File: config.mk
export PLATFORM = sky130hd
export DESIGN_NAME = idsd_parser
export DESIGN_NICKNAME = d
export VERILOG_FILES = /design/src/rtl/idsd_pkg.sv /design/src/rtl/idsd_parser.sv
export SDC_FILE = /design/constraint.sdc
export NUM_CORES = 1
export LEC_CHECK = 0
export ABC_CLOCK_PERIOD_IN_PS = 9000
export BUFFER_PORTS_ARGS = -buffer_cell sky130_fd_sc_hd__buf_4
export CAP_MARGIN = 20
export CORE_ASPECT_RATIO = 0.9
export CORE_MARGIN = 2
export CORE_UTILIZATION = 55
export CTS_CLUSTER_SIZE = 24
export DETAILED_ROUTE_END_ITERATION = 6
export PLACE_DENSITY = 0.77
export SLEW_MARGIN = 20
export SYNTH_ARGS = -nofsm -noshare
export SYNTH_HDL_FRONTEND = slang
export SYNTH_SLANG_ARGS = --single-unit
File: constraint.sdc
create_clock -name clock -period 9 [get_ports clock]
set_input_delay 0.45 -clock clock [delete_from_list [all_inputs] [get_ports clock]]
set_output_delay 0.45 -clock clock [all_outputs]
set_load 0.02 [all_outputs]
File: src/rtl/idsd_pkg.sv
// Shared types, codes and tables of the laser file decoder.
`default_nettype none
package idsd_pkg;

   localparam int PALETTE_SETS  = 8;
   localparam int PALETTE_DEPTH = 256;
   localparam int PROJ_W = (PALETTE_SETS > 1) ? $clog2(PALETTE_SETS) : 1;
   localparam int PAL_ADDR_W = PROJ_W + $clog2(PALETTE_DEPTH);
   localparam int QUEUE_DEPTH = 4;
   localparam int QPTR_W = $clog2(QUEUE_DEPTH);

   localparam logic [23:0] MAX_POINTS_RESET = 24'd1000000;
   localparam logic [15:0] MAX_FRAMES_RESET = 16'd65535;

   localparam logic CSR_MAX_POINTS = 1'b0;
   localparam logic CSR_MAX_FRAMES = 1'b1;

   localparam logic [3:0] ST_POINT     = 4'd0;
   localparam logic [3:0] ST_END_OK    = 4'd1;
   localparam logic [3:0] ST_BAD_SIG   = 4'd2;
   localparam logic [3:0] ST_BAD_FMT   = 4'd3;
   localparam logic [3:0] ST_BAD_PAL   = 4'd4;
   localparam logic [3:0] ST_TRUNC     = 4'd5;
   localparam logic [3:0] ST_LIMIT     = 4'd6;
   localparam logic [3:0] ST_NO_END    = 4'd7;
   localparam logic [3:0] ST_BAD_PROJ  = 4'd8;

   localparam logic [7:0] FMT_3D_IDX   = 8'd0;
   localparam logic [7:0] FMT_2D_IDX   = 8'd1;
   localparam logic [7:0] FMT_PALETTE  = 8'd2;
   localparam logic [7:0] FMT_3D_TRUE  = 8'd4;
   localparam logic [7:0] FMT_2D_TRUE  = 8'd5;

   localparam logic [7:0] SIG_BYTES [4] = '{8'h49, 8'h4C, 8'h44, 8'h41};
   localparam logic [7:0] GB_RAMP [8] = '{8'd0, 8'd36, 8'd73, 8'd109,
                                          8'd146, 8'd182, 8'd219, 8'd255};
   localparam logic [7:0] CG_RAMP [9] = '{8'd227, 8'd198, 8'd170, 8'd142,
                                          8'd113, 8'd85, 8'd56, 8'd28, 8'd0};
   localparam logic [7:0] BLANK_MASK = 8'h40;

   typedef enum logic [2:0] {
      PH_HEADER  = 3'b001,
      PH_PALETTE = 3'b010,
      PH_POINTS  = 3'b100
   } phase_type;

   typedef struct packed {
      logic [3:0]         status;
      logic signed [15:0] x_pos;
      logic signed [15:0] y_pos;
      logic signed [15:0] z_pos;
      logic [7:0]         red;
      logic [7:0]         green;
      logic [7:0]         blue;
      logic               blanked;
      logic               three_d;
      logic [7:0]         projector_id;
      logic [15:0]        frame_number;
      logic               last_in_frame;
   } rsp_type;

   typedef struct packed {
      logic    pt_valid;
      logic    st_valid;
      logic    use_ram;
      logic [3:0] status;
      rsp_type pt;
   } stage_type;

   typedef struct packed {
      logic                  en;
      logic [PAL_ADDR_W-1:0] addr;
      logic [23:0]           data;
   } pal_wr_type;

   typedef struct packed {
      logic        wr;
      logic        index;
      logic [23:0] data;
   } csr_type;

   function automatic logic [23:0] default_colour(input logic [7:0] i);
      logic [7:0] r, g, b, t;
      r = 8'd0; g = 8'd0; b = 8'd0; t = 8'd0;
      if (i < 8'd16) begin
         r = 8'd255; g = {i[3:0], 4'b0};
      end else if (i == 8'd16) begin
         r = 8'd255; g = 8'd255;
      end else if (i < 8'd24) begin
         t = 8'd24 - i; r = {t[2:0], 5'b0}; g = 8'd255;
      end else if (i < 8'd32) begin
         g = 8'd255; b = GB_RAMP[i[2:0]];
      end else if (i < 8'd41) begin
         t = i - 8'd32; g = CG_RAMP[t[3:0]]; b = 8'd255;
      end else if (i < 8'd48) begin
         t = i - 8'd40; r = {t[2:0], 5'b0}; b = 8'd255;
      end else if (i == 8'd48) begin
         r = 8'd255; b = 8'd255;
      end else if (i < 8'd56) begin
         t = i - 8'd48; r = 8'd255; g = {t[2:0], 5'b0}; b = 8'd255;
      end else if (i == 8'd56) begin
         r = 8'd255; g = 8'd255; b = 8'd255;
      end else if (i < 8'd64) begin
         t = 8'd64 - i; r = 8'd255; g = {t[2:0], 5'b0}; b = {t[2:0], 5'b0};
      end
      return {r, g, b};
   endfunction

endpackage
`default_nettype wire

File: src/rtl/idsd_parser.sv
// Byte parser: header checks, palette loading, point assembly, limits.
`default_nettype none
module idsd_parser (
   input  wire logic                  clock,
   input  wire logic                  reset,
   input  wire logic                  accept,
   input  wire logic [7:0]            data_byte,
   input  wire logic                  end_of_file,
   input  wire idsd_pkg::csr_type     csr,
   output idsd_pkg::pal_wr_type       pal_wr,
   output logic [idsd_pkg::PAL_ADDR_W-1:0] pal_rd_addr,
   output idsd_pkg::stage_type        stage
);
   import idsd_pkg::*;

   phase_type   phase_ff, phase_in;
   logic [4:0]  pos_ff, pos_in;
   logic [15:0] idx_ff, idx_in;
   logic        sig_bad_ff, sig_bad_in;
   logic [7:0]  fmt_ff, fmt_in;
   logic [15:0] cnt_ff, cnt_in;
   logic [7:0]  proj_ff, proj_in;
   logic [7:0]  rb_ff [10];
   logic [7:0]  rb_cur [10];
   logic [8:0]  loaded_ff [PALETTE_SETS];
   logic        load_en;
   logic [23:0] points_ff, points_in;
   logic [15:0] frames_ff, frames_in;
   logic        finished_ff, finished_in;
   logic [23:0] max_points_ff;
   logic [15:0] max_frames_ff;
   stage_type   stage_ff, stage_in;

   logic [3:0]  stride;
   logic [3:0]  st_i;
   logic        three;
   logic        fmt_ok;
   logic [24:0] pts_sum;
   logic [16:0] idx_next;
   logic [PROJ_W-1:0] proj_sel;
   logic [8:0]  n_loaded;
   logic [7:0]  col_idx;
   logic [4:0]  p;

   assign proj_sel = proj_ff[PROJ_W-1:0];
   assign n_loaded = loaded_ff[proj_sel];
   assign idx_next = {1'b0, idx_ff} + 17'd1;
   assign p = pos_ff;

   always_comb begin
      for (int i = 0; i < 10; i++) begin
         rb_cur[i] = (p[3:0] == 4'(i)) ? data_byte : rb_ff[i];
      end
   end

   always_comb begin
      case (fmt_ff)
         FMT_2D_IDX:  stride = 4'd6;
         FMT_3D_TRUE: stride = 4'd10;
         default:     stride = 4'd8;
      endcase
      three = (fmt_ff == FMT_3D_IDX) || (fmt_ff == FMT_3D_TRUE);
      st_i  = three ? 4'd6 : 4'd4;
      col_idx = rb_cur[st_i + 4'd1];
   end

   assign pal_rd_addr = {proj_sel, col_idx};

   always_comb begin
      phase_in    = phase_ff;
      pos_in      = pos_ff;
      idx_in      = idx_ff;
      sig_bad_in  = sig_bad_ff;
      fmt_in      = fmt_ff;
      cnt_in      = cnt_ff;
      proj_in     = proj_ff;
      points_in   = points_ff;
      frames_in   = frames_ff;
      finished_in = finished_ff;
      load_en     = 1'b0;
      pal_wr.en   = 1'b0;
      pal_wr.addr = {proj_sel, idx_ff[7:0]};
      pal_wr.data = {rb_ff[0], rb_ff[1], data_byte};
      stage_in    = '0;
      fmt_ok      = 1'b0;
      pts_sum     = {1'b0, points_ff} + {9'd0, cnt_ff};

      if (accept && !finished_ff) begin
         case (phase_ff)
            PH_HEADER: begin
               if (p == 5'd0) begin
                  sig_bad_in = 1'b0; fmt_in = '0; cnt_in = '0; proj_in = '0;
               end
               if (p < 5'd4 && data_byte != SIG_BYTES[p[1:0]]) sig_bad_in = 1'b1;
               else if (p == 5'd7)  fmt_in = data_byte;
               else if (p == 5'd24) cnt_in[15:8] = data_byte;
               else if (p == 5'd25) cnt_in[7:0] = data_byte;
               else if (p == 5'd30) proj_in = data_byte;
               pos_in = p + 5'd1;
               if (p == 5'd31) begin
                  pos_in  = '0;
                  idx_in  = '0;
                  pts_sum = {1'b0, points_ff} + {9'd0, cnt_in};
                  fmt_ok  = (fmt_in == FMT_3D_IDX) || (fmt_in == FMT_2D_IDX) ||
                            (fmt_in == FMT_PALETTE) || (fmt_in == FMT_3D_TRUE) ||
                            (fmt_in == FMT_2D_TRUE);
                  stage_in.st_valid = 1'b1;
                  if (sig_bad_in) stage_in.status = ST_BAD_SIG;
                  else if (!fmt_ok) stage_in.status = ST_BAD_FMT;
                  else if (cnt_in == 16'd0 && fmt_in != FMT_PALETTE)
                     stage_in.status = ST_END_OK;
                  else if (fmt_in == FMT_PALETTE && (cnt_in < 16'd2 || cnt_in > 16'd256))
                     stage_in.status = ST_BAD_PAL;
                  else if ({1'b0, proj_in} >= 9'(PALETTE_SETS))
                     stage_in.status = ST_BAD_PROJ;
                  else if (fmt_in == FMT_PALETTE) begin
                     stage_in.st_valid = 1'b0;
                     load_en  = 1'b1;
                     phase_in = PH_PALETTE;
                  end else if (pts_sum > {1'b0, max_points_ff} || frames_ff >= max_frames_ff)
                     stage_in.status = ST_LIMIT;
                  else begin
                     stage_in.st_valid = 1'b0;
                     points_in = pts_sum[23:0];
                     phase_in  = PH_POINTS;
                  end
                  if (stage_in.st_valid) finished_in = 1'b1;
               end
            end
            PH_PALETTE: begin
               if (p[1:0] == 2'd2) begin
                  pal_wr.en = 1'b1;
                  pos_in = '0;
                  idx_in = idx_next[15:0];
                  if (idx_next >= {1'b0, cnt_ff}) begin
                     idx_in = '0;
                     phase_in = PH_HEADER;
                  end
               end else begin
                  pos_in = p + 5'd1;
               end
            end
            PH_POINTS: begin
               pos_in = p + 5'd1;
               if (p[3:0] == stride - 4'd1) begin
                  stage_in.pt_valid = 1'b1;
                  stage_in.pt.status = ST_POINT;
                  stage_in.pt.x_pos = {rb_cur[0], rb_cur[1]};
                  stage_in.pt.y_pos = {rb_cur[2], rb_cur[3]};
                  stage_in.pt.z_pos = three ? {rb_cur[4], rb_cur[5]} : 16'sd0;
                  stage_in.pt.blanked = (rb_cur[st_i] & BLANK_MASK) != 8'd0;
                  stage_in.pt.three_d = three;
                  stage_in.pt.projector_id = proj_ff;
                  stage_in.pt.frame_number = frames_ff;
                  stage_in.pt.last_in_frame = idx_next >= {1'b0, cnt_ff};
                  if (fmt_ff == FMT_3D_IDX || fmt_ff == FMT_2D_IDX) begin
                     if (n_loaded == 9'd0)
                        {stage_in.pt.red, stage_in.pt.green, stage_in.pt.blue} =
                           default_colour(col_idx);
                     else if ({1'b0, col_idx} < n_loaded)
                        stage_in.use_ram = 1'b1;
                  end else begin
                     stage_in.pt.red   = rb_cur[st_i + 4'd3];
                     stage_in.pt.green = rb_cur[st_i + 4'd2];
                     stage_in.pt.blue  = rb_cur[st_i + 4'd1];
                  end
                  pos_in = '0;
                  idx_in = idx_next[15:0];
                  if (stage_in.pt.last_in_frame) begin
                     idx_in    = '0;
                     frames_in = frames_ff + 16'd1;
                     phase_in  = PH_HEADER;
                  end
               end
            end
            default: phase_in = PH_HEADER;
         endcase
         if (end_of_file && !finished_in) begin
            stage_in.st_valid = 1'b1;
            stage_in.status = (phase_in == PH_HEADER) ? ST_NO_END : ST_TRUNC;
            finished_in = 1'b1;
         end
      end
   end

   assign stage = stage_ff;

   always_ff @(posedge clock) begin
      if (accept && !finished_ff) begin
         if (phase_ff == PH_PALETTE && p[1:0] != 2'd2) rb_ff[p[1:0]] <= data_byte;
         if (phase_ff == PH_POINTS) begin
            for (int i = 0; i < 10; i++) rb_ff[i] <= rb_cur[i];
         end
      end
      if (reset) begin
         phase_ff      <= PH_HEADER;
         pos_ff        <= '0;
         idx_ff        <= '0;
         points_ff     <= '0;
         frames_ff     <= '0;
         finished_ff   <= 1'b0;
         stage_ff      <= '0;
         max_points_ff <= MAX_POINTS_RESET;
         max_frames_ff <= MAX_FRAMES_RESET;
         sig_bad_ff    <= 1'b0;
         fmt_ff        <= '0;
         cnt_ff        <= '0;
         proj_ff       <= '0;
         for (int i = 0; i < PALETTE_SETS; i++) loaded_ff[i] <= '0;
      end else begin
         phase_ff    <= phase_in;
         pos_ff      <= pos_in;
         idx_ff      <= idx_in;
         points_ff   <= points_in;
         frames_ff   <= frames_in;
         finished_ff <= finished_in;
         stage_ff    <= stage_in;
         sig_bad_ff  <= sig_bad_in;
         fmt_ff      <= fmt_in;
         cnt_ff      <= cnt_in;
         proj_ff     <= proj_in;
         if (load_en) loaded_ff[proj_in[PROJ_W-1:0]] <= cnt_in[8:0];
         if (csr.wr) begin
            case (csr.index)
               CSR_MAX_POINTS: max_points_ff <= csr.data;
               CSR_MAX_FRAMES: max_frames_ff <= csr.data[15:0];
               default: ;
            endcase
         end
      end
   end
endmodule
`default_nettype wire

==> metrics.md, run 1 <==
| Metric | Value |
|---|---|
| Worst-Skew Late Latency | `around 0.56 ns` |
| Pre-Repair DR Iteration Count | `5` |
| Post-route cell area | `roughly 23,000 µm²` |
| Largest net degree at the start of global routing | `101` |
| Yosys top cell area share | `24.63%` |
| Largest fanout on the critical path | `29` |
| Commonest non-fill, non-tap cell in the layout | `dfxtp_1` |
| Clock transition at path regs | `0.06 ns` |
| Post-Syn Area | `19,840 µm²` |
| Vias/cell | `5.890` |
| Reg2reg setup slack | `approximately 2.1 ns` |
| Worst setup EP type | `flip-flop` |
| Setup TNS | `0 ns` |
| Peak VDD IR | `~0.00013 V` |
| Post-synth EDFFs | `~150` |
| Synth-to-Final Area Change | `14.63%` |
| Worst Max-Slew Pin Slew | `1.101 ns` |
| Cell chain of the critical path | `inv_1 > ha_1 > nand3b_1 > nor3_4 > o31ai_1 > ha_1 > a21o_1 > nand4_1 > a21o_1 > a211oi_1 > o31ai_1 > a31o_2 > or2_2 > xnor2_1 > ha_1 > a21o_1 > a21oi_1 > o221ai_1 > or2_2 > o211ai_1 > nand4b_1 > buf_4 > or4_1 > o21ai_1` |
| Area contributors post-synth | `dfxtp_1 25%, edfxtp_1 23%, ha_1 5.6%, nor2_1 4.5%, nand2_1 3.9%` |
| CTS tree | `yes` |
| Sequential-to-total area share from yosys stat | `47.64%` |
| Cts bufs inserted | `42` |
| Worst Path Arrival | `7.39 ns` |
| CP Class | `reg2reg` |
| Syn Area/Cell | `9.786 µm²` |
| Overflow after GRT | `0` |
| Power Dens Cells | `171.6 nW/µm²` |
| Worst r2r dst | `points_ff[19]` |
| Antenna Cells | `0` |
| Total GRT Usage | `26.13%` |
| Run status | `complete, no violations` |
| Die height | `184.2 µm` |
| Dpl cell area | `21,320 µm²` |
| Site row count | `65` |
| Layout cell share with drive strength beyond 1 | `around 19%` |
| Via count | `15,620` |
| Mapped Cells | `between 2,000 and 2,500` |
| First-pass GRT wire length | `78.88 mm` |
| RD Place Congestion | `0.9099` |
| Slew Limit Fails | `0` |
| Die Wd | `between 200 and 250 µm` |
| Initial antenna violation count | `0` |
| Post-CTS resize count | `0` |
| Tmin final | `6.904 ns` |
| Most frequent cells in the layout | `244 x dfxtp_1, 240 x nor2_1, 206 x nand2_1, 202 x buf_4, 152 x edfxtp_1` |
| Residual DRC | `0` |
| Leak | `about 9.6 nW` |
| Fin crit share | `76.71%` |
| Vias in the first global route | `14,620` |
| Die area | `37,600 µm²` |
| Root buffer cell | `clkbuf_16` |
| Post-synthesis cell type count | `88` |
| Fin. Hold Viols | `0` |
| Worst Clk Skew | `0.02038 ns` |
| Hold Path Sink | `max_points_ff[16]` |
| DP HPWL | `between 30 and 40 mm` |
| Initial drt markers | `between 1,000 and 1,500` |
| Async SR Flop Fraction | `0%` |
| Dominant synthesized flop cell | `dfxtp_1` |
| Synthesized flop and latch total | `between 300 and 400` |
| Worst r2r src | `p[1]` |
| Post-Route WL | `49.82 mm` |
| Hold path depth | `2` |
| Setup slack after layout | `2.096 ns` |
| WP buf/inv | `2` |
| Hold Startpoint | `csr[16]` |
| Biggest area consumer among synthesized cells | `dfxtp_1` |
| Ys Warns | `0` |
| Initial Util | `56.20%` |
| Max-cap violation count | `0` |
| Number of setup buffers added after CTS | `0` |
| PortBufs | `190` |
| Hold Buf Count CTS | `0` |
| Sink Count | `just under 400` |
| Core ar. | `35,300 µm²` |
| Crit path max-delay cell type | `nor3_4` |
| Critical Path RT | `9.48 ns` |
| Reg2reg path depth | `24` |
| CTS H-tree depth | `2` |
| Max Fclk | `144.8 MHz` |
| Routed len/inst | `18.79 µm` |
| Max Root-Sink Buffers | `3` |
| Cells after DPL | `~2,600` |
| Num ports | `195` |
| Layout Nets | `2,276` |
| Unrepaired setup endpoints after global routing | `false` |
| Post-place setup slack | `1.964 ns` |
| Filler-free cell count of the finished design | `2,651` |
| Hold slack | `0.09978 ns` |
| Relative slew margins | `26.60%` |
| ANT nets after route | `0` |
| Max incr delay on CP | `0.74 ns` |
| Top delay family on crit path | `simple AND/OR/NAND/NOR gates` |
| Worst setup SP type | `flip-flop` |
| Final setup violation count | `0` |
| Min-delay worst type | `in2reg` |
## power breakdown
| group | switching (W) | total (W) | internal, W |
|---|---|---|---|
| clock network | 0.000727 | 0.00174 | 0.00101 |
| registers | 0.0000176 | 0.00191 | 0.00189 |
| logic | 0.000168 | 0.000254 | 0.0000862 |
## cell usage after synthesis (all sizes together) (4+ instances only)
library cell and number:
nor2 251, dfxtp 244, nand2 211, edfxtp 152, a21oi 126, inv 94
ha 89, clkbuf 76, o21ai 69, mux2 64, mux2i 53, buf 52
and3 46, and2 37, nand3 31, a22oi 30, nor3 28, nand4 27
xnor2 27, a211o 26, xor2 24, a21o 23, nand2b 23, o31ai 20
a211oi 19, mux4 18, o22ai 17, nor2b 11, nor4 11, o221ai 10
nand3b 9, o21a 9, or3 9, a31oi 8, o211ai 8, o2111ai 7
o21bai 6, or2 6, or4 6, and4 4
## flip-flops by register name (all words and copies together), names as in the netlist
name and cells:
proj_ff 8, max_frames_ff 16, fmt_ff 8, phase_ff 3
p 5, points_ff 24, sig_bad_ff 1, idx_ff 16
loaded_ff 72, finished_ff 1, frames_ff 16, stage 106
max_points_ff 24, cnt_ff 16, rb_ff 80
## per-stage QoR
stage / util [%] / power (W)
floorplan: - / 0.002113
global route: 64.42 / 0.004021
global placement: 60.39 / 0.002182
finish: 64.42 / 0.003903
CTS: 64.36 / 0.003919
detailed placement: 60.40 / 0.002193
## layout make-up
class / count / area, µm²
fillers: 2754 / 12560
flip-flops and latches: 396 / 9449
multi-input cells: 1410 / 9428
repair buffers: 202 / 1516
clock buffers: 56 / 1175
well taps: 469 / 586.8
inverters: 96 / 360.3
clock inverters: 22 / 222.7
## cells by family after synthesis
kind of cell             after synthesis  synth area share, %
AO/OA/AOI/OAI                        405                13.58
XOR/XNOR                              51                2.252
adder cells (fa/ha/maj)               90                5.715
buffers and inverters                224                5.034
flip-flops                           396                47.64
multiplexers                         135                8.371
other                                  1              0.01891
AND/OR/NAND/NOR                      725                17.39
## how the worst max path moves through the flow
stage,startpoint,endpoint,slack [ns],cells after the start
6_report,p[1],points_ff[19],2.10,24
5_1_grt,p[1],points_ff[23],1.52,25
4_1_cts,p[1],points_ff[19],1.94,24
3_5_place_dp,p[1],points_ff[23],1.96,25
3_3_place_gp,p[3],points_ff[17],2.30,22
2_1_floorplan,p[1],points_ff[16],3.35,27
## per-layer routing
layer	part of all wire, %	up-vias	track usage (%)
li1	-	7455	-
met5	0	-	0
met3	6.8	88	3.660
met2	47	590	42.63
met1	44	7482	36.61
met4	2.1	0	6.986
## worst reg2reg max path: cells and delay by family (launching register included)
kind	cells	cell delay, ns
AO/OA/AOI/OAI	11	2.34
buffers and inverters	2	0.53
XOR/XNOR	1	0.13
AND/OR/NAND/NOR	7	2.60
adder cells (fa/ha/maj)	3	0.80
flip-flops	1	0.43
(Power assumes the default switching activity.)
==> inputs of run 2 (changes only) <==
ABC_CLOCK_PERIOD_IN_PS = 6250   (was 9000)
CORE_UTILIZATION = 54   (was 55)
PLACE_DENSITY = 0.79   (was 0.77)
clock period = 6.25 ns   (was 9 ns; I/O delays follow)
==> run 2 against run 1 <==
  * Via count up 2.8%
  * Total power up 42%
  * Sequential power is 43% higher
  * Largest cell class unchanged
  * Hold slack worse by 0.082 ns
  * Core utilization shrank 1.1 points
  * Fmax grew 17%
  * Register-to-register slack got worse by 1.7 ns
  * Combinational power increased by 48%
  * Worst setup slack lost 1.7 ns
  * Cell count increased by 1.1%
  * Clock skew up 0.0023 ns
==> metrics.md, run 2 (synthesis results as in run 1) <==
| Metric | Value |
|---|---|
| Fin. Hold Viols | `0` |
| Largest register FFs | `106` |
| Hold path depth | `3` |
| Min-delay worst type | `in2reg` |
| Run status | `complete, no violations` |
| Die area | `38,280 µm²` |
| Critical Path RT | `6.66 ns` |
| First-pass GRT wire length | `81.03 mm` |
| Reg2reg setup slack | `0.35 ns` |
| Fin crit share | `between 90% and 100%` |
| Die height | `185.8 µm` |
| Worst r2r src | `p[0]` |
| DP HPWL | `between 30 and 40 mm` |
| Via count | `16,050` |
| CP Class | `reg2reg` |
| Max Root-Sink Buffers | `3` |
| RD Place Congestion | `0.9192` |
| Peak VDD IR | `roughly 0.00017 V` |
| Root buffer cell | `clkbuf_16` |
| Max Fclk | `about 170 MHz` |
| Pre-Repair DR Iteration Count | `5` |
| Max-cap violation count | `0` |
| Die Wd | `206.0 µm` |
| Worst setup EP type | `flip-flop` |
| Filler-free cell count of the finished design | `2,679` |
| Core ar. | `36,170 µm²` |
| Routed len/inst | `19.47 µm` |
| Cells after DPL | `between 2,000 and 3,000` |
| Worst-Skew Late Latency | `~0.56 ns` |
| Crit path max-delay cell type | `dfxtp_1` |
| Initial Util | `54.84%` |
| Tmin final | `5.902 ns` |
| Hold Path Sink | `max_points_ff[21]` |
| Initial drt markers | `1,290` |
| Final setup violation count | `0` |
| Commonest non-fill, non-tap cell in the layout | `dfxtp_1` |
| Dpl cell area | `roughly 21,000 µm²` |
| Largest net degree at the start of global routing | `74` |
| Worst r2r dst | `points_ff[23]` |
| Layout Nets | `~2,300` |
| Overflow after GRT | `0` |
| Slew Limit Fails | `0` |
| Worst Clk Skew | `0.02266 ns` |
| Total GRT Usage | `26.70%` |
| Largest fanout on the critical path | `29` |
| Vias/cell | `~6` |
| Synth-to-Final Area Change | `15.45%` |
| Worst Path Arrival | `6.31 ns` |
| Power Dens Cells | `roughly 240 nW/µm²` |
| Hold Startpoint | `csr[21]` |
| Max incr delay on CP | `roughly 0.5 ns` |
| Worst setup SP type | `flip-flop` |
| Num ports | `approximately 200` |
| Filler Cell Count | `2,893` |
| Layout cell share with drive strength beyond 1 | `19.16%` |
| Initial antenna violation count | `1` |
| Relative slew margins | `29.03%` |
| ANT nets after route | `0` |
| Worst Max-Slew Pin Slew | `1.065 ns` |
| Most frequent cells in the layout | `244 x dfxtp_1, 240 x nor2_1, 218 x buf_4, 206 x nand2_1, 152 x edfxtp_1` |
| Site row count | `between 60 and 70` |
| PortBufs | `190` |
| Reg2reg path depth | `26` |
| Cts bufs inserted | `41` |
| Residual DRC | `0` |
| Leak | `9.624 nW` |
| Clock transition at path regs | `0.06 ns` |
| CTS tree | `yes` |
| CTS H-tree depth | `2` |
| Antenna Cells | `0` |
| Post-route cell area | `22,900 µm²` |
| Vias in the first global route | `14,990` |
| Utilization after layout | `63.31%` |
| Post-Route WL | `~52 mm` |
| Sink Count | `396` |
run 2: cell types whose count changed in the layout (fill, tap and decap cells not counted), moves of 2 or more:
| cell | delta |
|---|---|
| clkinv_4 | -2 |
| clkinv_8 | +2 |
| clkinvlp_4 | -2 |
| o21ai_1 | +2 |
| clkinv_1 | +3 |
| dlygate4sd3_1 | +7 |
| clkbuf_8 | -2 |
| o21ai_0 | -2 |
| buf_4 | +16 |
run 2: worst max path at each step:
| stage | cells past startpoint | startpoint | slack (ns) | endpoint |
|---|---|---|---|---|
| 6_report | 26 | p[0] | 0.35 | points_ff[23] |
| 5_1_grt | 26 | p[0] | -0.01 | points_ff[23] |
| 4_1_cts | 24 | p[0] | 0.16 | points_ff[19] |
| 3_5_place_dp | 24 | p[0] | 0.19 | points_ff[19] |
| 3_3_place_gp | 24 | p[0] | 0.49 | points_ff[17] |
| 2_1_floorplan | 27 | p[1] | 0.60 | points_ff[16] |
run 2: critical path: cells and delay by family (launching register included):
kind | cells | cell delay, ns
flip-flops | 1 | 0.50
buffers and inverters | 4 | 0.84
XOR/XNOR | 2 | 0.27
adder cells (fa/ha/maj) | 3 | 0.75
AND/OR/NAND/NOR | 7 | 1.27
AO/OA/AOI/OAI | 10 | 2.11
run 2: final cells by class:
type                    count  area [µm²]  share of cell area [%]
multi-input cells        1410        9449                   41.26
clock buffers              54        1147                   5.010
repair buffers            225        1707                   7.452
well taps                 476       595.6                   2.601
clock inverters            22       192.7                  0.8414
flip-flops and latches    396        9449                   41.26
inverters                  96       360.3                   1.574
run 2: report_power, final:
part / leakage, nW / total [W] / switching [W] / internal (W)
sequential: 3.38 / 0.00274 / 0.0000243 / 0.00272
clock: 0.658 / 0.00242 / 0.00103 / 0.00139
combinational: 5.59 / 0.000377 / 0.000246 / 0.000130
total: 9.62 / 0.00554 / 0.00130 / 0.00424
run 2: per-layer routing:
| layer | wire length (µm) | global-route usage (%) |
|---|---|---|
| met5 | 0 | 0 |
| met4 | 1407 | 8.000 |
| met1 | 22190 | 36.65 |
| met2 | 24320 | 43.64 |
| met3 | 4246 | 4.184 |
run 2: per-stage QoR:
step	setup slack, ns	hold slack [ns]	TNS, ns	power, W
6_report	0.3484	0.01740	0	0.005538
5_1_grt	-0.01235	0.02238	-0.01235	0.005698
4_1_cts	0.1638	0.0007969	0	0.005560
3_5_place_dp	0.1852	0.4474	0	0.003163
3_3_place_gp	0.4894	0.4459	0	0.003147
2_1_floorplan	0.5957	0.4303	0	0.003043
run 2: repair_timing:
item | 4_1_cts | 5_1_grt
hold buffers | 7 | 0
gates resized for setup | 0 | 9
hold endpoints to repair | 7 | 0
setup endpoints to repair | 0 | 28
setup buffers | 0 | 1
