[src/rtl/idsd_pkg.sv]
// Shared types, codes and tables of the laser file decoder.
`default_nettype none
package idsd_pkg;

   localparam int PALETTE_SETS  = 8;
   localparam int PALETTE_DEPTH = 256;
   localparam int PROJ_W = (PALETTE_SETS > 1) ? $clog2(PALETTE_SETS) : 1;
   localparam int PAL_ADDR_W = PROJ_W + $clog2(PALETTE_DEPTH);
   localparam int QUEUE_DEPTH = 4;
   localparam int QPTR_W = $clog2(QUEUE_DEPTH);

   localparam logic [23:0] MAX_POINTS_RESET = 24'd1000000;
   localparam logic [15:0] MAX_FRAMES_RESET = 16'd65535;

   localparam logic CSR_MAX_POINTS = 1'b0;
   localparam logic CSR_MAX_FRAMES = 1'b1;

   localparam logic [3:0] ST_POINT     = 4'd0;
   localparam logic [3:0] ST_END_OK    = 4'd1;
   localparam logic [3:0] ST_BAD_SIG   = 4'd2;
   localparam logic [3:0] ST_BAD_FMT   = 4'd3;
   localparam logic [3:0] ST_BAD_PAL   = 4'd4;
   localparam logic [3:0] ST_TRUNC     = 4'd5;
   localparam logic [3:0] ST_LIMIT     = 4'd6;
   localparam logic [3:0] ST_NO_END    = 4'd7;
   localparam logic [3:0] ST_BAD_PROJ  = 4'd8;

   localparam logic [7:0] FMT_3D_IDX   = 8'd0;
   localparam logic [7:0] FMT_2D_IDX   = 8'd1;
   localparam logic [7:0] FMT_PALETTE  = 8'd2;
   localparam logic [7:0] FMT_3D_TRUE  = 8'd4;
   localparam logic [7:0] FMT_2D_TRUE  = 8'd5;

   localparam logic [7:0] SIG_BYTES [4] = '{8'h49, 8'h4C, 8'h44, 8'h41};
   localparam logic [7:0] GB_RAMP [8] = '{8'd0, 8'd36, 8'd73, 8'd109,
                                          8'd146, 8'd182, 8'd219, 8'd255};
   localparam logic [7:0] CG_RAMP [9] = '{8'd227, 8'd198, 8'd170, 8'd142,
                                          8'd113, 8'd85, 8'd56, 8'd28, 8'd0};
   localparam logic [7:0] BLANK_MASK = 8'h40;

   typedef enum logic [2:0] {
      PH_HEADER  = 3'b001,
      PH_PALETTE = 3'b010,
      PH_POINTS  = 3'b100
   } phase_type;

   typedef struct packed {
      logic [3:0]         status;
      logic signed [15:0] x_pos;
      logic signed [15:0] y_pos;
      logic signed [15:0] z_pos;
      logic [7:0]         red;
      logic [7:0]         green;
      logic [7:0]         blue;
      logic               blanked;
      logic               three_d;
      logic [7:0]         projector_id;
      logic [15:0]        frame_number;
      logic               last_in_frame;
   } rsp_type;

   typedef struct packed {
      logic    pt_valid;
      logic    st_valid;
      logic    use_ram;
      logic [3:0] status;
      rsp_type pt;
   } stage_type;

   typedef struct packed {
      logic                  en;
      logic [PAL_ADDR_W-1:0] addr;
      logic [23:0]           data;
   } pal_wr_type;

   typedef struct packed {
      logic        wr;
      logic        index;
      logic [23:0] data;
   } csr_type;

   function automatic logic [23:0] default_colour(input logic [7:0] i);
      logic [7:0] r, g, b, t;
      r = 8'd0; g = 8'd0; b = 8'd0; t = 8'd0;
      if (i < 8'd16) begin
         r = 8'd255; g = {i[3:0], 4'b0};
      end else if (i == 8'd16) begin
         r = 8'd255; g = 8'd255;
      end else if (i < 8'd24) begin
         t = 8'd24 - i; r = {t[2:0], 5'b0}; g = 8'd255;
      end else if (i < 8'd32) begin
         g = 8'd255; b = GB_RAMP[i[2:0]];
      end else if (i < 8'd41) begin
         t = i - 8'd32; g = CG_RAMP[t[3:0]]; b = 8'd255;
      end else if (i < 8'd48) begin
         t = i - 8'd40; r = {t[2:0], 5'b0}; b = 8'd255;
      end else if (i == 8'd48) begin
         r = 8'd255; b = 8'd255;
      end else if (i < 8'd56) begin
         t = i - 8'd48; r = 8'd255; g = {t[2:0], 5'b0}; b = 8'd255;
      end else if (i == 8'd56) begin
         r = 8'd255; g = 8'd255; b = 8'd255;
      end else if (i < 8'd64) begin
         t = 8'd64 - i; r = 8'd255; g = {t[2:0], 5'b0}; b = {t[2:0], 5'b0};
      end
      return {r, g, b};
   endfunction

endpackage
`default_nettype wire

[src/rtl/idsd_out_queue.sv]
// Colour merge and result queue in front of the output channel.
`default_nettype none
module idsd_out_queue (
   input  wire logic                clock,
   input  wire logic                reset,
   input  wire idsd_pkg::stage_type stage,
   input  wire logic [23:0]         ram_colour,
   input  wire logic                pop,
   output logic                     not_empty,
   output logic                     busy,
   output idsd_pkg::rsp_type        head
);
   import idsd_pkg::*;

   rsp_type q_ff [QUEUE_DEPTH];
   logic [QPTR_W-1:0] rd_ff, wr_ff;
   logic [QPTR_W:0]   count_ff;
   rsp_type pt_word, st_word;
   logic [QPTR_W-1:0] st_slot;
   logic [1:0] pushes;

   always_comb begin
      pt_word = stage.pt;
      if (stage.use_ram) {pt_word.red, pt_word.green, pt_word.blue} = ram_colour;
      st_word = '0;
      st_word.status = stage.status;
      st_slot = wr_ff + QPTR_W'(stage.pt_valid);
      pushes = {1'b0, stage.pt_valid} + {1'b0, stage.st_valid};
   end

   assign not_empty = count_ff != '0;
   assign head = q_ff[rd_ff];
   // room for the worst case of two words behind the one in flight
   assign busy = ({1'b0, count_ff} + (QPTR_W+2)'(stage.pt_valid) +
                  (QPTR_W+2)'(stage.st_valid)) > (QPTR_W+2)'(QUEUE_DEPTH - 2);

   always_ff @(posedge clock) begin
      if (stage.pt_valid) q_ff[wr_ff] <= pt_word;
      if (stage.st_valid) q_ff[st_slot] <= st_word;
      if (reset) begin
         rd_ff <= '0; wr_ff <= '0; count_ff <= '0;
      end else begin
         wr_ff <= wr_ff + QPTR_W'(pushes);
         rd_ff <= rd_ff + QPTR_W'(pop);
         count_ff <= count_ff + (QPTR_W+1)'(pushes) - (QPTR_W+1)'(pop);
      end
   end
endmodule
`default_nettype wire

[config.mk]
export PLATFORM = sky130hd
export DESIGN_NAME = idsd_out_queue
export DESIGN_NICKNAME = d
export VERILOG_FILES = /design/src/rtl/idsd_pkg.sv /design/src/rtl/idsd_out_queue.sv
export SDC_FILE = /design/constraint.sdc
export NUM_CORES = 1
export LEC_CHECK = 0
export BUFFER_PORTS_ARGS = -buffer_cell sky130_fd_sc_hd__buf_2
export CORE_MARGIN = 2
export CORE_UTILIZATION = 57
export CTS_CLUSTER_DIAMETER = 80
export DETAILED_ROUTE_END_ITERATION = 7
export PLACE_DENSITY = 0.85
export SYNTH_ARGS = -nofsm -noshare
export SYNTH_HDL_FRONTEND = slang
export SYNTH_SLANG_ARGS = --single-unit
[constraint.sdc]
create_clock -name clock -period 4.91 [get_ports clock]
set_clock_uncertainty 0.15 [all_clocks]
set_input_delay 0.7365 -clock clock [delete_from_list [all_inputs] [get_ports clock]]
set_output_delay 0.7365 -clock clock [all_outputs]
set_load 0.02 [all_outputs]
==> results.txt, run 1 <==
In this run, synthesis produced a sequential element count of ~420. The part of the total power dissipated in the clock network is 0.280. The H-tree level count is 2.

For the pin with the worst max-slew slack, the measured transition is ~1100 ps. Of the total power, registers draw 0.453. In this run the static leakage power is just under 8 nW. The clock buffer count from CTS is 43. The final-report hold violation count is 0. In this run the tightest slew margin relative to its limit is 0.292. The max-slew violation total from the final report came out at 0. The top-level port count is 242. Yosys mapped the design onto 33 distinct sky130hd cell types. The residual DRC count came out at 0. The peak ir drop on the vdd network came out at ~0.00031 V. The highest attainable clock frequency is between 200 and 300 MHz. The count of standard-cell rows is 64. The share of the clock period used by the worst path is 0.726. Synthesis handed over a netlist of between 1.5k and 2k instances. The critical path in this run is classified as reg2out. Entering global routing, the biggest net connects slightly below 80 pins. For this configuration, the core starts out at a cell density of 0.577. For this block, the routed nets add up to ~48000 um of wire. The netlist area before placement came out at 17500 um^2. The most critical setup path has its endpoint at head[49]. The chip width is ~180 um. The power density normalized to cell area came out at ~560 nW/um^2. The tool flagged a number of max-cap violations equal to 0. After clock tree synthesis, the clock-pin slew on the worst setup and hold paths is about 60 ps.

The clock root buffer is sky130_fd_sc_hd__clkbuf_16. The number of DRC markers after the initial detailed-route iteration came out at around 1.2k. The core region is between 30000 and 40000 um^2. The number of nets in the layout is about 2.2k. The share of the Yosys chip area taken by registers is 0.487. The number of setup violations in the final report came out at 0.

In the final timing run, aggregate negative setup slack is 0 ps. The share of total power in combinational logic is 0.267. Setup repair after global routing left no endpoint under its margin. The initial antenna violation count came out at 9. The internal cell power is ~7.7 mW. The floorplan step defined a die boundary enclosing around 32000 um^2. The count of antenna-violating nets left after detailed routing came out at 0.

The half-perimeter wire length after detailed placement came out at 27800 um. In this run the post-CTS setup repair buffer count came out at 0. In this run the worst path has a maximum fanout of 36.

The mean cell area of the mapped netlist is a little over 9 um^2. The per-cell via count in the routed design came out at between 5 and 6. The global route total overflow is 0. The destination of the worst register-to-register timing path is q_ff[2][14].

The maximum buffer depth of the clock tree came out at 3. The chip height is between 150 and 200 um. The weighted congestion reported at the end of routability-driven placement came out at around 0.76. The worst reg2reg path depth came out at 5. In this run the worst setup path begins at rd_ff[0]. The first global-routing pass estimated roughly 76000 um of wire. The min-delay analysis places its worst path in the category reg2reg. The clock latency on the worst-skew pair came out at 530 ps. The fraction of layout instances using a drive strength above 1 came out at 0.217.

The cts-stage hold buffer count is 0. The library cell used most frequently in the layout, excluding fill and tap cells, is sky130_fd_sc_hd__nand2_1. The synthesized netlist net count is between 2k and 2.5k. The share of total power consumed by net switching is 0.317.

The post-CTS resize count came out at 0. The tree built by TritonCTS fans out to around 420 sinks. The tightest hold path in the finished design has a slack of slightly above 300 ps. In the layout the commonest cells are sky130_fd_sc_hd__nand2_1, sky130_fd_sc_hd__dfxtp_1, sky130_fd_sc_hd__a21oi_1. The total number of vias came out at 14.8k. The global routing usage summed across all routing layers is 0.288. The count of buffers from port buffering is around 240. The run finished with clean final reports. The per-cell routed wire length came out at 19.3 um.

The layout-stage area growth over the synthesis result came out at 14.2%. TritonCTS built the clock tree. For this run, the number of Yosys warnings is 0. The net switching component of the power is between 3 and 4 mW. The kind of end point of the critical path is an output pin. The launching point of the worst reg2reg path is wr_ff[0]. The number of global-route vias before repair is about 15k. Counting the fill cells in the layout gives 2339. STA classifies the critical path startpoint as a register.

The arrival time at the worst endpoint is roughly 2700 ps. The clock period minus final worst setup slack came out at approximately 3600 ps. The required time at the endpoint of the critical path is ~4000 ps. The pre-antenna-repair detailed-routing pass consisted of 5 iterations. The flop-to-flop setup slack came out at around 2000 ps.
==> critical path, stage by stage (launching register included) <==
cell and delay (ps):
sky130_fd_sc_hd__dfxtp_4 780, sky130_fd_sc_hd__buf_4 530, sky130_fd_sc_hd__mux4_2 610, sky130_fd_sc_hd__buf_2 180
==> power by group through the flow <==
stage	Clock (mW)	Combinational [mW]	Sequential (mW)
finish	3.16	3.00	5.09
global route	3.33	3.28	5.18
global placement	0	2.86	5.04
floorplan	0	2.29	4.91
CTS	3.18	3.00	5.07
detailed placement	0	2.98	5.13
==> stage by stage <==
stage	total power, mW	instances	utilization	worst slack (ps)	area (um^2)
3_3_place_gp	7.90	2397	0.613	1850	18700
3_5_place_dp	8.11	2397	0.613	1760	18700
6_report	11.3	2482	0.659	1350	20000
5_1_grt	11.8	2478	0.658	1210	20000
2_1_floorplan	7.20	1894	-	2250	17500
4_1_cts	11.2	2473	0.658	1330	20000
==> registers in the layout, summed over array words and instances, names as in the netlist <==
register  cells
count_ff      3
rd_ff         2
wr_ff         2
q_ff        412
==> synth_stat cells, drive strengths merged <==
| cell type | number | share of area |
|---|---|---|
| fa | 2 | 0.0023 |
| o22ai | 1 | 0.00036 |
| xnor2 | 3 | 0.0019 |
| and2 | 1 | 0.00036 |
| mux2i | 40 | 0.023 |
| or3 | 1 | 0.00036 |
| a21oi | 301 | 0.086 |
| nor3b | 1 | 0.00071 |
| nor2 | 104 | 0.022 |
| nand2 | 618 | 0.13 |
| edfxtp | 16 | 0.027 |
| and3b | 2 | 0.0010 |
| nand3b | 2 | 0.00086 |
| nand3 | 1 | 0.00028 |
| and3 | 1 | 0.00036 |
| nand2b | 1 | 0.00036 |
| clkbuf | 27 | 0.0058 |
| nor3 | 1 | 0.00028 |
| ha | 8 | 0.0057 |
| a211oi | 96 | 0.042 |
| or3b | 1 | 0.00050 |
| buf | 134 | 0.047 |
| mux4 | 103 | 0.13 |
| inv | 15 | 0.0032 |
| o21ai | 4 | 0.0011 |
| nor2b | 4 | 0.0014 |
| xor2 | 3 | 0.0019 |
| dfxtp | 403 | 0.46 |
==> worst min path at each step <==
stage                startpoint  depth (start not counted)  slack [ps]           to
global route              reset                          2         310     rd_ff[1]
detailed placement  q_ff[1][97]                          2         290  q_ff[1][97]
global placement     q_ff[1][0]                          2         290   q_ff[1][0]
finish              q_ff[2][97]                          2         300  q_ff[2][97]
floorplan           q_ff[2][10]                          2         280  q_ff[2][10]
CTS                       reset                          2         290     rd_ff[0]
==> cells by family after synthesis <==
kind of cell,after synthesis,share of synthesized area
simple gates,738,0.161
flops,419,0.487
compound gates,402,0.129
xor+xnor,6,0.00385
fa+ha+maj,10,0.00799
buf+inv,176,0.0557
mux,143,0.155
==> per-layer routing <==
| metal | track usage | up-vias | part of all wire |
|---|---|---|---|
| met5 | 0 | - | 0.00023 |
| met4 | 0.119 | 2 | 0.034 |
| met3 | 0.0523 | 125 | 0.092 |
| met2 | 0.499 | 797 | 0.49 |
| met1 | 0.355 | 7099 | 0.38 |
| li1 | - | 6785 | - |
==> area by class of cell <==
class                           instances  area, um^2  share of cell area
Tap cell                              396         495              0.0247
Multi-Input combinational cell       1299        8080               0.403
Clock buffer                           64        1240              0.0621
Antenna cell                            9        22.5             0.00112
Timing Repair Buffer                  268        1470              0.0734
Inverter                               15        56.3             0.00281
Clock inverter                         12         115             0.00574
Sequential cell                       419        8560               0.427
(Power assumes the default switching activity.)
==> run 2: changes to the inputs <==
--- a/config.mk
+++ b/config.mk
@@ -5,12 +5,13 @@
 export SDC_FILE = /design/constraint.sdc
 export NUM_CORES = 1
 export LEC_CHECK = 0
+export ABC_AREA = 1
 export BUFFER_PORTS_ARGS = -buffer_cell sky130_fd_sc_hd__buf_2
 export CORE_MARGIN = 2
-export CORE_UTILIZATION = 57
+export CORE_UTILIZATION = 53
 export CTS_CLUSTER_DIAMETER = 80
 export DETAILED_ROUTE_END_ITERATION = 7
-export PLACE_DENSITY = 0.85
+export PLACE_DENSITY = 0.82
 export SYNTH_ARGS = -nofsm -noshare
 export SYNTH_HDL_FRONTEND = slang
 export SYNTH_SLANG_ARGS = --single-unit
==> constraint.sdc (replaced) <==
create_clock -name clock -period 3 [get_ports clock]
set_clock_uncertainty 0.15 [all_clocks]
set_input_delay 0.45 -clock clock [delete_from_list [all_inputs] [get_ports clock]]
set_output_delay 0.45 -clock clock [all_outputs]
set_load 0.02 [all_outputs]
==> run 2 against run 1 <==
  * First-iteration DRC count grew 25%
  * Synthesized area is 21% higher
  * Core utilization fell by 4.3 points
  * Combinational power is 130% higher
  * Sequential power increased by 65%
  * Cell count increased by 66%
  * Flip-flop and latch count stayed put
  * Critical path type unchanged
  * Largest cell class is now multi-input gates
  * Largest power group unchanged
  * Highest routed layer unchanged
==> results.txt, run 2 <==
The worst hold slack after final layout is approximately 24 ps. The layout-stage area growth over the synthesis result came out at 15.1%. The synthesized design spends more area on one cell type than any other, namely sky130_fd_sc_hd__dfxtp_1. The share of synthesized flip-flops with an asynchronous set or reset came out at 0.

The number of clock sinks came out at 419. Setup repair after global routing left no endpoint under its margin. The per-cell via count in the routed design is 5.02. The post-layout instance count excluding filler cells came out at just over 4k. In the global route stage, overall resource usage came out at 0.279.

In this run the worst setup path begins at rd_ff[0]. In the routed design, unresolved DRC markers number 0. The number of flip-flops in the largest register is between 400 and 500. The largest registers in the layout are q_ff x412, count_ff x3.

The actual transition at the worst max-transition pin is roughly 770 ps. The floorplan has 73 rows. The register with the highest flop count is q_ff. The run finished with clean final reports.

The number of global-route vias before repair is around 19k. For this design the static power due to leakage is roughly 14 nW. The commonest cells after synthesis are sky130_fd_sc_hd__nand2_1, sky130_fd_sc_hd__inv_1, sky130_fd_sc_hd__dfxtp_1, sky130_fd_sc_hd__nor2_1, sky130_fd_sc_hd__buf_2. The netlist area before placement came out at 21200 um^2. Of the post-synthesis cell area, the dominant cell type holds 0.380.

The setup path with the least slack is of type reg2out. Counting the fill cells in the layout gives roughly 3.7k. The launching point of the worst reg2reg path is wr_ff[0]. The number of DRC markers after the initial detailed-route iteration came out at between 1k and 1.5k. The internal cell power is roughly 13 mW. In this run the worst hold path is classified as in2reg. The final-report hold violation count was 0. The most used standard cell by instance count after synthesis is sky130_fd_sc_hd__nand2_1. The die is around 200 um wide. The clock period minus final worst setup slack is between 2000 and 3000 ps. Before antenna repair, the detailed router went through 6 iterations. The wire length of the first global-routing pass is roughly 95000 um.

The clock buffer count from CTS is 45. The worst pin sits at a relative slew slack of 0.489. The count of antenna-violating nets left after detailed routing came out at 0. Leaving out fill and tap cells, the most frequent cells in the layout are sky130_fd_sc_hd__nand2_1, sky130_fd_sc_hd__inv_1, sky130_fd_sc_hd__dfxtp_1. The max-slew violation total from the final report is 0. In this run the most critical hold path is launched from stage[11]. The arrival time at the worst endpoint came out at between 2000 and 2500 ps. The final total power is 20.6 mW.

The wire length after detailed routing is roughly 58000 um. STA classifies the critical path startpoint as a register. Across all layers, the routed design uses between 20k and 25k vias.

Setup violations remaining at the end of the flow were counted as 0. The net switching component of the power is about 7.5 mW. Yosys attributes the largest share of cell area to sky130_fd_sc_hd__dfxtp_1, sky130_fd_sc_hd__nand2_1, sky130_fd_sc_hd__inv_1. The maximum fanout along the worst path came out at 40. The initial core utilization came out at 0.535. The half-perimeter wire length after detailed placement is roughly 35000 um. The total negative setup slack is 0 ps. The initial antenna violation count came to 2. Input and output buffers added on the ports amount to between 200 and 250.

In this run, post-CTS repair resized a total of 0 instances. The CTS clock-pin slew for the worst setup and hold paths is 60 ps. The setup fix buffers added after clock tree synthesis is 0. The part of the total power dissipated in the clock network is 0.257. The mean cell area of the mapped netlist came out at about 6.2 um^2. Timing analysis after detailed placement gives a worst setup slack of ~430 ps.

Counting flops with a built-in enable in the synthesized netlist gives 16. The core region is roughly 40000 um^2. For this run, the number of Yosys warnings is 0. The clock root buffer is sky130_fd_sc_hd__clkbuf_16. The share of the clock period used by the worst path is 0.916. The peak ir drop on the vdd network came out at slightly below 0.0005 V. The worst setup path is captured at an output pin. In the synthesized netlist the dominant register cell turns out to be sky130_fd_sc_hd__dfxtp_1. In this run the count of I/O pins placed on the die edge is 242. After the last flow step, the layout net total stands at approximately 3.7k. Leaving out fill and tap cells, the most frequent cell in the layout is sky130_fd_sc_hd__nand2_1. The share of total power consumed by net switching is 0.362.

The cts-stage hold buffer count is 35. For this run, the register share of the synthesized area comes to 0.403. The CTS tree is done. Counting flops and latches in the post-synthesis netlist gives 419.

The weighted congestion reported at the end of routability-driven placement came out at just over 0.8. The clock latency on the worst-skew pair came out at a little under 600 ps. The register share of total power came out at 0.407.

Dividing total power by cell area gives a power density of between 800 and 900 nW/um^2. The required time at the endpoint of the critical path came out at 2400 ps. Dividing the detail-routed wire length by the instance count gives ~14 um. The post-synthesis cell count came out at 3417.

The largest net degree at the start of global routing came out at 123. The post-layout worst setup margin is 253 ps. The fraction of layout instances using a drive strength above 1 came out at 0.103. Of the total power, combinational logic draws 0.336. The chip height came out at 204 um. Summed over all layers, the global routing overflow is 0. The highest attainable clock frequency is roughly 360 MHz. The maximum buffer depth of the clock tree is 3. After synthesis, the netlist uses 25 different library cells. The cell total after placement came out at 4011.

The number of maximum-capacitance constraint violations is 0. The floorplan die area came out at ~42000 um^2. The synthesized netlist net count came out at ~3.6k.

The H-tree was split into 2 levels.
==> run 2: kinds of logic (layout without fill, tap and decap cells) <==
group | after synthesis | in the layout | synth area share
and+or+nand+nor | 1903 | 1903 | 0.353
buffers and inverters | 771 | 954 | 0.152
DFF | 419 | 419 | 0.403
AOI/OAI and AO/OA | 313 | 313 | 0.0853
adders and majority gates | 10 | 10 | 0.00660
xor gates and xnor gates | 1 | 1 | 0.000413
other | 0 | 1 | 0
==> run 2: through the flow <==
stage / utilization / cell area [um^2]
floorplan: - / 21200
global placement: 0.572 / 22700
detailed placement: 0.572 / 22700
CTS: 0.616 / 24400
global route: 0.616 / 24400
finish: 0.616 / 24400
==> run 2: layer usage <==
| layer | global-route usage | part of all wire | vias to the layer above |
|---|---|---|---|
| li1 | - | - | 10550 |
| met1 | 0.370 | 0.44 | 9301 |
| met2 | 0.465 | 0.46 | 752 |
| met3 | 0.0364 | 0.074 | 102 |
| met4 | 0.0996 | 0.025 | 2 |
| met5 | 0 | 0.00016 | - |
==> run 2: power groups by stage <==
stage / Combinational (mW) / Sequential, mW / Clock (mW)
floorplan: 5.21 / 8.27 / 0
global placement: 6.66 / 8.42 / 0
detailed placement: 6.82 / 8.47 / 0
CTS: 6.93 / 8.37 / 5.37
global route: 7.97 / 8.57 / 5.59
finish: 6.93 / 8.39 / 5.29
==> run 2: layout make-up <==
class | instances | area, um^2 | share of cell area
antenna | 1 | 2.50 | 0.000102
clock buffer | 70 | 1330 | 0.0546
clock inverter | 9 | 46.3 | 0.00190
inverter | 552 | 2080 | 0.0850
multi-input combinational | 2227 | 9510 | 0.389
sequential | 419 | 8560 | 0.350
tap | 525 | 657 | 0.0269
timing repair buffer | 323 | 2240 | 0.0916
==> run 2: critical path, cell delays in order, from the launching register on <==
cell and delay (ps):
sky130_fd_sc_hd__dfxtp_4 550, sky130_fd_sc_hd__buf_12 260, sky130_fd_sc_hd__buf_12 230, sky130_fd_sc_hd__nand2_1 80, sky130_fd_sc_hd__o21ai_0 80, sky130_fd_sc_hd__nand2_1 70
sky130_fd_sc_hd__nand2_1 100, sky130_fd_sc_hd__buf_2 170
==> run 2: path summary, 6_finish.rpt <==
path | slack (ps) | to | depth (start not counted)
worst max register to register | 770 | q_ff[0][49] | 8
worst min register to register | 320 | q_ff[1][24] | 2
worst min-delay path | 20 | q_ff[0][11] | 3
worst max-delay path | 250 | head[51] | 7
==> run 3: changes to the inputs <==
--- a/config.mk
+++ b/config.mk
@@ -11,6 +11,7 @@
 export CORE_UTILIZATION = 53
 export CTS_CLUSTER_DIAMETER = 80
 export DETAILED_ROUTE_END_ITERATION = 7
+export MAX_ROUTING_LAYER = met4
 export PLACE_DENSITY = 0.82
 export SYNTH_ARGS = -nofsm -noshare
 export SYNTH_HDL_FRONTEND = slang
==> run 3 against run 2 <==
  * Combinational power about the same
  * First-iteration DRC count down 4.0%
  * Power about the same
  * Maximum frequency about the same
  * Worst hold slack worse by 1.8 ps
  * Design area about the same
  * Cell count about the same
  * Flip-flop and latch count unchanged
  * Worst setup slack worse by 1.4 ps
  * Largest power group unchanged
==> results.txt, run 3 (synthesis results as in run 2) <==
The flow ran to the end, and the final reports show no timing, DRC or antenna violations. The launching point of the worst reg2reg path is wr_ff[0]. The clock period minus final worst setup slack is about 2700 ps. The largest net degree at the start of global routing is 123.

The slowest stage of the critical path belongs to the cell sky130_fd_sc_hd__dfxtp_4. Traced cell by cell, the critical path runs through buf_12, buf_12, nand2_1, o21ai_0, nand2_1, nand2_1, buf_2. The worst setup path is of the reg2out kind. The global route total overflow came out at 0.

Max-cap violations in this run came to 0. The startpoint of the lowest-slack hold path is stage[15]. The cell total after placement is 4011.

The post-layout instance count excluding filler cells came out at between 4k and 5k. The total negative setup slack came out at 0 ps. Setup repair after global routing left no endpoint under its margin. For the worst setup path, the data required time is about 2400 ps. The register with the most flip-flops in the final layout is q_ff. In this run, the number of DRC markers left after iteration 0 of detailed routing was ~1.4k.

The maximum fanout along the worst path came out at 40. The worst setup path is captured at an output pin. The flop-to-flop setup slack is just under 800 ps. After detailed placement, the total cell area comes to around 23000 um^2. The final-report hold violation count came to 0. The highest attainable clock frequency came out at between 300 and 400 MHz. The total number of vias came out at ~21k. In this run, CTS created clock tree buffers numbering 45. The initial antenna violation count came to 2. The number of global-route vias before repair came out at around 19k. The clock latency on the worst-skew pair came out at about 580 ps. After layout, the design draws a total of between 20 and 25 mW. The floorplan core area is around 40000 um^2. The area used by multi-input combinational logic came out at approximately 9500 um^2.

For this configuration, the core starts out at a cell density of 0.535. Leaving out fill and tap cells, the most frequent cell in the layout is sky130_fd_sc_hd__nand2_1. The per-cell routed wire length is about 14 um. The residual DRC count is 0. The share of the clock period used by the worst path is 0.916. The number of flip-flops in the largest register is approximately 410. The worst setup path is launched from a register. The tree is rooted in a sky130_fd_sc_hd__clkbuf_16.

The total leakage power is around 14 nW. At the end of routability-driven placement, the weighted congestion stood at approximately 0.84. Setup violations remaining at the end of the flow were counted as 0. The chip width came out at just over 200 um. The combined flip-flop and latch cell area is around 8600 um^2. The actual transition at the worst max-transition pin is ~760 ps. The most critical setup path has its startpoint at rd_ff[0]. The peak ir drop on the vdd network came out at between 0.0004 and 0.0005 V. The fill cell total of the finished layout is ~3.7k.

For this run, the total global-route usage over all layers was measured as 0.287. The clock passes through at most 3 buffers. The count of antenna-violating nets left after detailed routing is 0. The most common cell type on the critical path is sky130_fd_sc_hd__nand2_1. The max-slew headroom at the worst pin is 0.496. The worst stage delay on the critical path came out at 550 ps.

The max-slew violation total from the final report came to 0. The chip height came out at 204 um. For the worst setup path, the data arrival time is approximately 2200 ps. The number of clock sinks came out at roughly 420.

The post-route cell area came out at around 24000 um^2. The wire length after detailed routing is a little under 60000 um. The number of nets in the layout is approximately 3.7k. The floorplan has 73 rows. The worst hold slack after final layout came out at 22.0 ps.

Detailed placement ended at an HPWL of 34900 um. The H-tree level count came out at 2. Leaving out fill and tap cells, the most frequent cells in the layout are sky130_fd_sc_hd__nand2_1, sky130_fd_sc_hd__inv_1, sky130_fd_sc_hd__dfxtp_1. The count of buffers from port buffering is about 240. In the final layout, the registers with the most flip-flops are q_ff x412, count_ff x3. The die covers ~42000 um^2. The wire length of the first global-routing pass came out at between 90000 and 100000 um. The power density normalized to cell area is 843 nW/um^2. The CTS tree is done. Dividing the detail-routed via count by the number of cells gives between 5 and 6. The layout-stage area growth over the synthesis result is 15.1%.

Of the cells placed in the final design, the portion with a size suffix greater than 1 is 0.103. The top-level port count is around 240. The path category of the worst min-delay check is in2reg.

The CTS clock-pin slew for the worst setup and hold paths is approximately 60 ps. The first TritonRoute pass finished after 8 iterations.
## run 3: cell types whose count changed in the layout (fill, tap and decap cells not counted)
| cell | previous run | this run |
|---|---|---|
| sky130_fd_sc_hd__diode_2 | 1 | 2 |
## run 3: what timing repair did
action                                  in CTS  in global routing
buffers inserted                             0                  0
hold endpoints to repair                    59                  0
endpoints found under the setup margin       0                  0
gates resized for setup                      0                  0
hold buffers                                35                  0
## run 3: worst max-delay path, delay by kind of cell (launching register included)
| kind | cells | cell delay, ps |
|---|---|---|
| buffers and inverters | 3 | 660 |
| DFF | 1 | 550 |
| and+or+nand+nor | 3 | 250 |
| AOI/OAI and AO/OA | 1 | 80 |
## run 3: power by group
part	switching, mW	internal, mW	total [mW]
registers	0.750	7.64	8.39
logic	4.45	2.47	6.92
clock network	2.25	3.04	5.29
## run 3: area by class of cell
type | count | area share
multi-input cells | 2227 | 0.389
inverters | 552 | 0.0850
diodes | 2 | 0.000205
repair buffers | 323 | 0.0916
flip-flops and latches | 419 | 0.350
well taps | 525 | 0.0269
clock buffers | 70 | 0.0546
clock inverters | 9 | 0.00190
## run 3: layer usage
metal | wire length [um] | vias up | track usage
li1 | - | 10551 | -
met4 | 1490 | 0 | 0.0996
met1 | 25600 | 9340 | 0.370
met2 | 26600 | 725 | 0.465
met5 | 0 | - | -
met3 | 4280 | 104 | 0.0359
## run 3: final timing paths
path | endpoint | cells after the start
worst min-delay path | q_ff[0][15] | 3
worst max-delay path | head[51] | 7
worst max register to register | q_ff[0][21] | 6
worst min register to register | q_ff[1][98] | 2
## run 3: stage by stage
stage	worst slack, ps	util
after CTS	233	0.616
after global routing	95.8	0.616
after floorplan	569	-
after global placement	462	0.572
final	251	0.616
after detailed placement	428	0.572
